$ cat src/hdl/bapr_pkg.sv
// ----------------------------------------------------------------------------
// bapr_pkg: shared definitions for the bit-aligned pattern replacer
// Sizes, register indexes, control structs and the pattern length mask.
// ----------------------------------------------------------------------------
package bapr_pkg;

  localparam int MAX_PATTERN_BYTES = 8;
  localparam int COUNT_BITS        = 16;

  localparam int PAT_BITS   = 8 * MAX_PATTERN_BYTES;
  localparam int SCAN_BYTES = MAX_PATTERN_BYTES + 1;
  localparam int SCAN_BITS  = 8 * SCAN_BYTES;
  // One spare cell beyond the scan window lets a new byte enter while a pop waits.
  localparam int NUM_CELLS  = MAX_PATTERN_BYTES + 2;
  localparam int FILL_W     = $clog2(NUM_CELLS + 1);
  localparam int LEN_W      = $clog2(MAX_PATTERN_BYTES + 1);
  localparam int SHIFT_W    = $clog2(PAT_BITS + 1);
  localparam int SKIP_W     = $clog2(PAT_BITS);

  localparam int REG_W     = 64;
  localparam int CFG_LEN_W = 4;
  localparam int ADDR_W    = 5;
  localparam int RC_W      = 16;

  localparam logic [COUNT_BITS-1:0] CNT_MAX = {COUNT_BITS{1'b1}};

  typedef enum logic [1:0] {
    REG_PATTERN = 2'd0,
    REG_REPLACE = 2'd1,
    REG_LENGTH  = 2'd2
  } reg_idx_t;

  typedef struct packed {
    logic [PAT_BITS-1:0] pat_bits;
    logic [PAT_BITS-1:0] rep_bits;
    logic [LEN_W-1:0]    len;
    logic                active;
  } cfg_t;

  typedef struct packed {
    logic pop;
    logic load;
  } cell_ctl_t;

  typedef struct packed {
    logic                 hit;
    logic [2:0]           off;
    logic [SCAN_BITS-1:0] mask;
    logic [SCAN_BITS-1:0] bits;
    logic [SKIP_W-1:0]    skip_nxt;
  } match_t;

  // Ones in the low 8*len bits of a pattern-wide word.
  function automatic logic [PAT_BITS-1:0] len_mask(input logic [LEN_W-1:0] len);
    logic [SHIFT_W-1:0] sh;
    sh = SHIFT_W'(PAT_BITS) - SHIFT_W'({len, 3'b000});
    return {PAT_BITS{1'b1}} >> sh;
  endfunction

endpackage

$ cat src/hdl/bapr_in_if.sv
// ----------------------------------------------------------------------------
// bapr_in_if: input byte stream channel
// Valid/ready channel carrying one stream byte and its last mark.
// ----------------------------------------------------------------------------
interface bapr_in_if;
  logic       valid;
  logic       ready;
  logic [7:0] in_byte;
  logic       in_last;

  modport source (output valid, in_byte, in_last, input ready);
  modport sink   (input valid, in_byte, in_last, output ready);
endinterface

$ cat src/hdl/bapr_out_if.sv
// ----------------------------------------------------------------------------
// bapr_out_if: output byte stream channel
// Valid/ready channel carrying one output byte, last mark and replacement count.
// ----------------------------------------------------------------------------
interface bapr_out_if;
  logic        valid;
  logic        ready;
  logic [7:0]  out_byte;
  logic        out_last;
  logic [15:0] replace_count;

  modport source (output valid, out_byte, out_last, replace_count, input ready);
  modport sink   (input valid, out_byte, out_last, replace_count, output ready);
endinterface

$ cat src/hdl/bapr_cfg.sv
// ----------------------------------------------------------------------------
// bapr_cfg: configuration registers
// APB-style register file for pattern, replacement and pattern length.
// ----------------------------------------------------------------------------
module bapr_cfg import bapr_pkg::*; (
  input  logic              clk,
  input  logic              rst_n,
  input  logic              psel,
  input  logic              penable,
  input  logic              pwrite,
  input  logic [ADDR_W-1:0] paddr,
  input  logic [REG_W-1:0]  pwdata,
  output logic [REG_W-1:0]  prdata,
  output logic              pready,
  output cfg_t              cfg
);

  logic [REG_W-1:0]     pattern_r, pattern_nxt;
  logic [REG_W-1:0]     replace_r, replace_nxt;
  logic [CFG_LEN_W-1:0] length_r, length_nxt;
  logic                 wr_en;
  reg_idx_t             idx;

  assign pready = 1'b1;
  assign idx    = reg_idx_t'(paddr[ADDR_W-1:3]);
  assign wr_en  = psel & penable & pwrite;

  always_comb begin
    pattern_nxt = pattern_r;
    replace_nxt = replace_r;
    length_nxt  = length_r;
    if (wr_en) begin
      case (idx)
        REG_PATTERN: pattern_nxt = pwdata;
        REG_REPLACE: replace_nxt = pwdata;
        REG_LENGTH:  length_nxt  = pwdata[CFG_LEN_W-1:0];
        default: ;
      endcase
    end
  end

  always_comb begin
    case (idx)
      REG_PATTERN: prdata = pattern_r;
      REG_REPLACE: prdata = replace_r;
      REG_LENGTH:  prdata = REG_W'(length_r);
      default:     prdata = '0;
    endcase
  end

  always_ff @(posedge clk) begin
    if (!rst_n) begin
      pattern_r <= '0;
      replace_r <= '0;
      length_r  <= CFG_LEN_W'(1);
    end else begin
      pattern_r <= pattern_nxt;
      replace_r <= replace_nxt;
      length_r  <= length_nxt;
    end
  end

  // A length of zero behaves as one, anything beyond the maximum as the maximum.
  always_comb begin
    cfg.pat_bits = pattern_r[PAT_BITS-1:0];
    cfg.rep_bits = replace_r[PAT_BITS-1:0];
    if (length_r == '0) begin
      cfg.len = LEN_W'(1);
    end else if (length_r > CFG_LEN_W'(MAX_PATTERN_BYTES)) begin
      cfg.len = LEN_W'(MAX_PATTERN_BYTES);
    end else begin
      cfg.len = LEN_W'(length_r);
    end
    cfg.active = |((cfg.pat_bits ^ cfg.rep_bits) & len_mask(cfg.len));
  end

endmodule

$ cat src/hdl/bapr_cell.sv
// ----------------------------------------------------------------------------
// bapr_cell: one byte of the stream window
// Holds a byte, applies its slice of a replacement, and shifts toward the head.
// ----------------------------------------------------------------------------
module bapr_cell import bapr_pkg::*; (
  input  logic      clk,
  input  cell_ctl_t ctl,
  input  logic [7:0] in_byte,
  input  logic [7:0] nbr_byte,
  input  logic [7:0] rep_mask,
  input  logic [7:0] rep_bits,
  output logic [7:0] cur_byte,
  output logic [7:0] mod_byte
);

  logic [7:0] byte_r, byte_nxt;

  assign cur_byte = byte_r;
  assign mod_byte = (byte_r & ~rep_mask) | (rep_bits & rep_mask);

  // A byte loaded into a cell wins over the shift, since that slot was empty.
  always_comb begin
    if (ctl.load) begin
      byte_nxt = in_byte;
    end else if (ctl.pop) begin
      byte_nxt = nbr_byte;
    end else begin
      byte_nxt = byte_r;
    end
  end

  always_ff @(posedge clk) begin
    byte_r <= byte_nxt;
  end

endmodule

$ cat src/hdl/bapr_match.sv
// ----------------------------------------------------------------------------
// bapr_match: head byte scanner
// Eight offset comparators pick the first uncovered bit start of the head byte.
// ----------------------------------------------------------------------------
module bapr_match import bapr_pkg::*; (
  input  logic [SCAN_BITS-1:0] win,
  input  logic [FILL_W-1:0]    fill,
  input  logic [SKIP_W-1:0]    skip,
  input  cfg_t                 cfg,
  output match_t               m
);

  logic [PAT_BITS-1:0] lmask;
  logic [SHIFT_W-1:0]  sk;
  logic                has_len;
  logic                has_len1;
  logic [7:0]          cand;

  always_comb begin
    lmask    = len_mask(cfg.len);
    sk       = SHIFT_W'(skip);
    has_len  = fill >= FILL_W'(cfg.len);
    has_len1 = fill > FILL_W'(cfg.len);
    for (int k = 0; k < 8; k++) begin
      cand[k] = cfg.active && (SHIFT_W'(k) >= sk) && ((k == 0) ? has_len : has_len1) &&
                (((win[k +: PAT_BITS] ^ cfg.pat_bits) & lmask) == '0);
    end
  end

  always_comb begin
    m.hit = |cand;
    m.off = '0;
    for (int k = 7; k >= 0; k--) begin
      if (cand[k]) begin
        m.off = 3'(k);
      end
    end
    if (m.hit) begin
      m.mask = SCAN_BITS'(lmask) << m.off;
      m.bits = SCAN_BITS'(cfg.rep_bits & lmask) << m.off;
      // Starts after this one up to the end of the match stay covered.
      m.skip_nxt = SKIP_W'(SHIFT_W'({cfg.len, 3'b000}) - SHIFT_W'(8) + SHIFT_W'(m.off));
    end else begin
      m.mask = '0;
      m.bits = '0;
      m.skip_nxt = (sk >= SHIFT_W'(8)) ? SKIP_W'(sk - SHIFT_W'(8)) : '0;
    end
  end

endmodule

$ cat src/hdl/bit_aligned_pattern_replace.sv
// ----------------------------------------------------------------------------
// bit_aligned_pattern_replace: bit-aligned pattern replacement on a byte stream
// A row of byte cells shifts the stream past a head scanner that overwrites
// matches of the configured pattern at any bit offset.
// ----------------------------------------------------------------------------
// Throughput: one byte per cycle while the output accepts; a stream's last
//   byte drains the held bytes at one per cycle as accepted; input is held off.
// Output: a byte is registered for the output once the pattern_length-th byte
//   behind it is held and the output is free; at stream end the window drains.
// Reset: synchronous, active low; clears fill, skip, count and handshake state;
//   window cell contents are not cleared.
module bit_aligned_pattern_replace import bapr_pkg::*; (
  input  logic              clk,
  input  logic              rst_n,
  bapr_in_if.sink           in_if,
  bapr_out_if.source        out_if,
  input  logic              psel,
  input  logic              penable,
  input  logic              pwrite,
  input  logic [ADDR_W-1:0] paddr,
  input  logic [REG_W-1:0]  pwdata,
  output logic [REG_W-1:0]  prdata,
  output logic              pready
);

  cfg_t   cfg;
  match_t m;

  logic [FILL_W-1:0]     fill_r, fill_nxt, fill_after;
  logic [SKIP_W-1:0]     skip_r, skip_nxt;
  logic [COUNT_BITS-1:0] total_r, total_nxt, cnt_now;
  logic                  flush_r, flush_nxt;
  logic                  busy_r, busy_nxt;
  logic                  out_valid_r, out_valid_nxt;
  logic [7:0]            out_byte_r;
  logic                  out_last_r;
  logic [RC_W-1:0]       out_count_r;

  logic                  in_fire, in_rdy, pop_need, pop, fin, out_free;
  logic [31:0]           cnt_ext;
  logic [SCAN_BITS-1:0]  win;

  cell_ctl_t  ctl     [NUM_CELLS];
  logic [7:0] cur_b   [NUM_CELLS];
  logic [7:0] mod_b   [NUM_CELLS];
  logic [7:0] nbr_b   [NUM_CELLS];
  logic [7:0] rmask_b [NUM_CELLS];
  logic [7:0] rbits_b [NUM_CELLS];

  bapr_cfg u_cfg (
    .clk     (clk),
    .rst_n   (rst_n),
    .psel    (psel),
    .penable (penable),
    .pwrite  (pwrite),
    .paddr   (paddr),
    .pwdata  (pwdata),
    .prdata  (prdata),
    .pready  (pready),
    .cfg     (cfg)
  );

  bapr_match u_match (
    .win  (win),
    .fill (fill_r),
    .skip (skip_r),
    .cfg  (cfg),
    .m    (m)
  );

  // Handshake and pop control. Pops follow an accepted byte; a config change
  // while idle therefore never releases bytes on its own.
  assign in_rdy     = !flush_r && (fill_r < FILL_W'(NUM_CELLS));
  assign in_fire    = in_if.valid && in_rdy;
  assign out_free   = !out_valid_r || out_if.ready;
  assign pop_need   = busy_r && (flush_r ? (fill_r != '0) : (fill_r > FILL_W'(cfg.len)));
  assign pop        = pop_need && out_free;
  assign fin        = pop && flush_r && (fill_r == FILL_W'(1));
  assign fill_after = fill_r - FILL_W'(pop);

  assign in_if.ready          = in_rdy;
  assign out_if.valid         = out_valid_r;
  assign out_if.out_byte      = out_byte_r;
  assign out_if.out_last      = out_last_r;
  assign out_if.replace_count = out_count_r;

  for (genvar i = 0; i < NUM_CELLS; i++) begin : g_cell
    always_comb begin
      ctl[i].pop  = pop;
      ctl[i].load = in_fire && (fill_after == FILL_W'(i));
    end

    if (i == NUM_CELLS - 1) begin : g_tail
      assign nbr_b[i] = 8'h00;
    end else begin : g_link
      assign nbr_b[i] = mod_b[i+1];
    end

    if (i < SCAN_BYTES) begin : g_scan
      assign win[8*i +: 8] = cur_b[i];
      assign rmask_b[i]    = pop ? m.mask[8*i +: 8] : 8'h00;
      assign rbits_b[i]    = m.bits[8*i +: 8];
    end else begin : g_spare
      assign rmask_b[i] = 8'h00;
      assign rbits_b[i] = 8'h00;
    end

    bapr_cell u_cell (
      .clk      (clk),
      .ctl      (ctl[i]),
      .in_byte  (in_if.in_byte),
      .nbr_byte (nbr_b[i]),
      .rep_mask (rmask_b[i]),
      .rep_bits (rbits_b[i]),
      .cur_byte (cur_b[i]),
      .mod_byte (mod_b[i])
    );
  end

  always_comb begin
    cnt_now = (m.hit && (total_r != CNT_MAX)) ? total_r + COUNT_BITS'(1) : total_r;
    cnt_ext = 32'(cnt_now);

    fill_nxt  = fill_after + FILL_W'(in_fire);
    skip_nxt  = pop ? m.skip_nxt : skip_r;
    total_nxt = pop ? cnt_now : total_r;
    flush_nxt = flush_r;
    if (in_fire && in_if.in_last) begin
      flush_nxt = 1'b1;
    end
    // The final transfer of a stream returns the scan state to its start.
    if (fin) begin
      flush_nxt = 1'b0;
      skip_nxt  = '0;
      total_nxt = '0;
    end
    busy_nxt      = in_fire || (busy_r && pop_need);
    out_valid_nxt = pop || (out_valid_r && !out_if.ready);
  end

  always_ff @(posedge clk) begin
    if (!rst_n) begin
      fill_r      <= '0;
      skip_r      <= '0;
      total_r     <= '0;
      flush_r     <= 1'b0;
      busy_r      <= 1'b0;
      out_valid_r <= 1'b0;
    end else begin
      fill_r      <= fill_nxt;
      skip_r      <= skip_nxt;
      total_r     <= total_nxt;
      flush_r     <= flush_nxt;
      busy_r      <= busy_nxt;
      out_valid_r <= out_valid_nxt;
    end
  end

  always_ff @(posedge clk) begin
    if (pop) begin
      out_byte_r <= mod_b[0];
      out_last_r <= fin;
      if (!fin) begin
        out_count_r <= '0;
      end else if (cnt_ext > 32'h0000_FFFF) begin
        out_count_r <= 16'hFFFF;
      end else begin
        out_count_r <= cnt_ext[RC_W-1:0];
      end
    end
  end

endmodule

$ cat src/flat_wrapper.sv
// flat-port wrapper written by rule: the top's interface ports become plain ports
module bit_aligned_pattern_replace_flat import bapr_pkg::*;
  (clk, rst_n, psel, penable, pwrite, paddr, pwdata, prdata, pready, in_if_valid, in_if_in_byte, in_if_in_last, in_if_ready, out_if_valid, out_if_out_byte, out_if_out_last, out_if_replace_count, out_if_ready);
  bapr_in_if in_if_i ();
  bapr_out_if out_if_i ();
  input  logic clk;
  input  logic rst_n;
  input  logic psel;
  input  logic penable;
  input  logic pwrite;
  input  logic [ADDR_W-1:0] paddr;
  input  logic [REG_W-1:0] pwdata;
  output logic [REG_W-1:0] prdata;
  output logic pready;
  input wire logic [$bits(in_if_i.valid)-1:0] in_if_valid;
  input wire logic [$bits(in_if_i.in_byte)-1:0] in_if_in_byte;
  input wire logic [$bits(in_if_i.in_last)-1:0] in_if_in_last;
  output wire logic [$bits(in_if_i.ready)-1:0] in_if_ready;
  output wire logic [$bits(out_if_i.valid)-1:0] out_if_valid;
  output wire logic [$bits(out_if_i.out_byte)-1:0] out_if_out_byte;
  output wire logic [$bits(out_if_i.out_last)-1:0] out_if_out_last;
  output wire logic [$bits(out_if_i.replace_count)-1:0] out_if_replace_count;
  input wire logic [$bits(out_if_i.ready)-1:0] out_if_ready;
  assign in_if_i.valid = in_if_valid;
  assign in_if_i.in_byte = in_if_in_byte;
  assign in_if_i.in_last = in_if_in_last;
  assign in_if_ready = in_if_i.ready;
  assign out_if_valid = out_if_i.valid;
  assign out_if_out_byte = out_if_i.out_byte;
  assign out_if_out_last = out_if_i.out_last;
  assign out_if_replace_count = out_if_i.replace_count;
  assign out_if_i.ready = out_if_ready;
  bit_aligned_pattern_replace u_core (.clk(clk), .rst_n(rst_n), .in_if(in_if_i), .out_if(out_if_i), .psel(psel), .penable(penable), .pwrite(pwrite), .paddr(paddr), .pwdata(pwdata), .prdata(prdata), .pready(pready));
endmodule
$ cat config.mk
export PLATFORM = sky130hd
export DESIGN_NAME = bit_aligned_pattern_replace_flat
export DESIGN_NICKNAME = d
export VERILOG_FILES = /design/src/hdl/bapr_pkg.sv /design/src/hdl/bapr_in_if.sv /design/src/hdl/bapr_out_if.sv /design/src/hdl/bapr_cfg.sv /design/src/hdl/bapr_cell.sv /design/src/hdl/bapr_match.sv /design/src/hdl/bit_aligned_pattern_replace.sv /design/src/flat_wrapper.sv
export SDC_FILE = /design/constraint.sdc
export NUM_CORES = 1
export LEC_CHECK = 0
export BUFFER_PORTS_ARGS = -buffer_cell sky130_fd_sc_hd__clkbuf_2
export CAP_MARGIN = 20
export CORE_UTILIZATION = 58
export CTS_BUF_LIST = sky130_fd_sc_hd__clkbuf_16
export CTS_CLUSTER_SIZE = 24
export DETAILED_ROUTE_END_ITERATION = 10
export PLACE_DENSITY = 0.79
export SETUP_SLACK_MARGIN = 0.05
export SLEW_MARGIN = 25
export SYNTH_ARGS = -nofsm -noshare
export SYNTH_HDL_FRONTEND = slang
export SYNTH_HIERARCHICAL = 1
export SYNTH_SLANG_ARGS = --single-unit
$ cat constraint.sdc
create_clock -name clk -period 10.6 [get_ports clk]
set_input_delay 2.12 -clock clk [delete_from_list [all_inputs] [get_ports clk]]
set_output_delay 2.12 -clock clk [all_outputs]
set_load 0.02 [all_outputs]
==> results.md <==
* WL final at 84900 um
* Status: finished clean
* Minimum clock period at 7440 ps
* Finish-stage setup viols at 0
* PD cells at 155 mW/mm2
* Root Driver: clkbuf_16
* Hold WC Path Type: reg -> reg
* Final ANT Viol Nets at 0
* Critical Path Sink Type: flop
* Met3 routed WL at 8810 um
* Cells after synthesis at 2882
* Reg2reg start: u_core/u_cfg/length_r[3]
* Metal2 WL at 38400 um
* VDD IR max at 0.139 mV
* Commonest cells in the netlist: nand2_1, xnor2_1, xor2_1
* Final HPWL DP at 60600 um
* Core ar. at 0.0419 mm2
* Synth async-reset ratio at 0%
* Cell breakdown of the critical path: buf_4, nand2b_1, inv_1, inv_1, ha_1, ha_1, nand2_1, nand3_2, a21oi_1, nor4_1, nand4_1, a311oi_1, nor3_2, o21ai_4, inv_6, mux2i_1, o22ai_1, a311o_1, mux2_2, mux2_4
* PostCTS Resize Cnt at 0
* Syn-to-layout area delta at 6.85%
* Final Slew Violations at 0
* Synth area leaders: dfxtp_1, edfxtp_1, xnor2_1, xor2_1, mux2i_1
* Critical Path RT at 10940 ps
* Initial antenna violation count at 1
* Die X at 208 um
* Die H at 208 um
* Worst skew pair latency at 590 ps
* PortBufs at 172
* Die Footprint at 0.0434 mm2
* Placer congestion estimate at 1.01
* Max-cap violations at 0
* Clock Tree Buf Depth at 3
* Yosys reg bits at 266
* Critical path's largest stage delay at 810 ps
* Initial Utilization at 58.9%
* Min-delay src: u_core/u_cfg/length_r[0]
* Final worst path period share at 70.2%
* CTS tree: built
* Crit start category: flop
* TritonCTS buffer count at 31
* DP Area at 0.0254 mm2
* Hold Path Sink: u_core/u_cfg/length_r[0]
* Met1 wire length at 32600 um
* Total Routing Usage GR at 37.8%
* Syn. warnings at 6
* Syn Area/Cell at 8.57 um2
* Reg2Reg Setup Slack at 3160 ps
* CP arrival at 7770 ps
* WHS Path Cells at 2
* Highest clock rate at 0.134 GHz
* Synth cell types at 88
* Detailed Routing Iterations Pass 1 at 7
* Fin. Hold Viols at 0
* I/O pin count at 177
* # rows at 75
* Vias in the first global route at 21964
* Iter 0 DRT Violations at 2929
* Via density at 6.62
* Seq/Total Area, Yosys at 25.8%
* Worst path slowest cell: o21ai_4
* Most common cell in the netlist: nand2_1
* Worst R2R Path Depth at 20
* First-pass GRT wire length at 129000 um
* Worst Tran Pin Value at 1170 ps
* Clk slew on worst S/H paths at 60 ps
* Sink Count at 266
* # H-tree levels at 1
* Remaining Overflow, GRT at 0
* Largest net degree at the start of global routing at 127
* Post-CTS Hold Fix Bufs at 0
* Drt drc at 0
* Critical R2R Capture: u_core/g_cell[1].u_cell/cur_byte[1]
* Setup tns final at 0 ps
* Vias at 22779
* Mapped cell area at 0.0247 mm2
* # nets final at 2985
* Share of the synthesized area in the top cell type at 13.0%
* RSZ-0062 raised after global routing: false
* Crit-path max FO at 61
* Max layer used: met4
* Drt wl/cell at 24.7 um
* Fraction of layout cells with a size suffix above 1 at 16.1%
* Synth area leader: dfxtp_1
* Critical path class: reg -> reg
* LEAKAGE at 9.76 nW
* Synth Flop Type: dfxtp_1
* Postcts setup bufs at 0
* Setup Skew at 18.1 ps
* Max-slew headroom at 21.7%
* Number of synthesized flops with an enable pin at 105
* Finished Cell Area at 0.0264 mm2
cell usage in the layout (no fill, tap or decap), types with 10 or more instances in the layout:
master / n
a21boi_0: 107
a21boi_1: 21
a21o_1: 23
a21oi_1: 69
a31oi_1: 11
and2_1: 83
buf_4: 32
clkbuf_16: 37
clkbuf_2: 170
conb_1: 27
dfxtp_1: 161
edfxtp_1: 105
ha_1: 24
inv_1: 50
mux2_2: 87
mux2_4: 81
mux2i_1: 136
nand2_1: 340
nand3_1: 27
nand4_1: 92
nor2_1: 155
nor2b_1: 12
nor3_1: 22
nor4_1: 69
o21ai_0: 62
o221ai_1: 28
o22a_1: 23
o22ai_1: 61
or2_1: 10
or3_1: 17
xnor2_1: 329
xor2_1: 262
layout make-up:
class | instances | area, um2
well taps | 539 | 674
clock inverters | 19 | 87.6
flip-flops and latches | 266 | 6380
diodes | 2 | 5.00
fillers | 3567 | 15500
inverters | 46 | 183
clock buffers | 37 | 926
repair buffers | 202 | 1090
multi-input cells | 2329 | 17100
per-stage QoR:
stage          power, mW  hold WS (ps)  std cells  utilization [%]  worst slack (ps)
2_1_floorplan       2.66           461       2906                -              4970
3_3_place_gp        2.93           494       3382             60.5              3250
3_5_place_dp        3.00           497       3382             60.5              3580
4_1_cts             4.06           516       3438             62.9              3580
5_1_grt             4.25           551       3438             62.9              3040
6_report            4.10           526       3440             62.9              3160
cell families (layout without fill, tap and decap cells):
family | after synthesis | in the layout | share of synthesized area, %
compound gates | 490 | 490 | 14.0
xor+xnor | 591 | 591 | 21.0
fa+ha+maj | 24 | 24 | 1.22
buf+inv | 311 | 304 | 5.69
flops | 266 | 266 | 25.8
mux | 304 | 304 | 14.4
other cells | 3 | 29 | 0.0456
simple gates | 893 | 893 | 17.8
layer usage:
| layer | GRT usage [%] | vias to the layer above |
|---|---|---|
| li1 | - | 10032 |
| met1 | 46.9 | 10977 |
| met2 | 61.2 | 1418 |
| met3 | 8.69 | 352 |
| met4 | 19.2 | 0 |
| met5 | 0 | - |
critical path: cells and delay by family (launching register included):
kind	cells	cell delay, ps
fa+ha+maj	2	810
flops	1	300
mux	3	1110
buf+inv	4	1100
compound gates	5	1870
simple gates	6	1850
worst max path at each step:
stage,startpoint,end,cells past startpoint
final,u_core/u_cfg/length_r[3],u_core/g_cell[1].u_cell/cur_byte[1],20
after floorplan,out_if_ready,u_core/g_cell[7].u_cell/cur_byte[0],13
after global placement,u_core/u_cfg/length_r[3],u_core/g_cell[2].u_cell/cur_byte[0],20
after detailed placement,u_core/u_cfg/length_r[3],u_core/g_cell[3].u_cell/cur_byte[0],20
after global routing,u_core/u_cfg/length_r[3],u_core/g_cell[5].u_cell/cur_byte[0],20
after CTS,u_core/u_cfg/length_r[3],u_core/g_cell[3].u_cell/cur_byte[0],20
state kept, by name, indices dropped and copies added (netlist names):
signal	flops
u_core/out_if.valid	1
u_core/out_if.replace_count	16
u_core/total_r	16
u_core/u_cfg/pattern_r	64
u_core/busy_r	1
u_core/fill_r	4
u_core/u_cfg/length_r	4
u_core/g_cell.u_cell/cur_byte	80
u_core/skip_r	6
u_core/flush_r	1
u_core/u_cfg/replace_r	64
u_core/out_if.out_byte	8
u_core/out_if.out_last	1
power by group:
part | switching, mW | internal, mW
combinational | 0.687 | 0.679
clock | 0.454 | 0.615
sequential | 0.393 | 1.27
(Power assumes the default switching activity.)
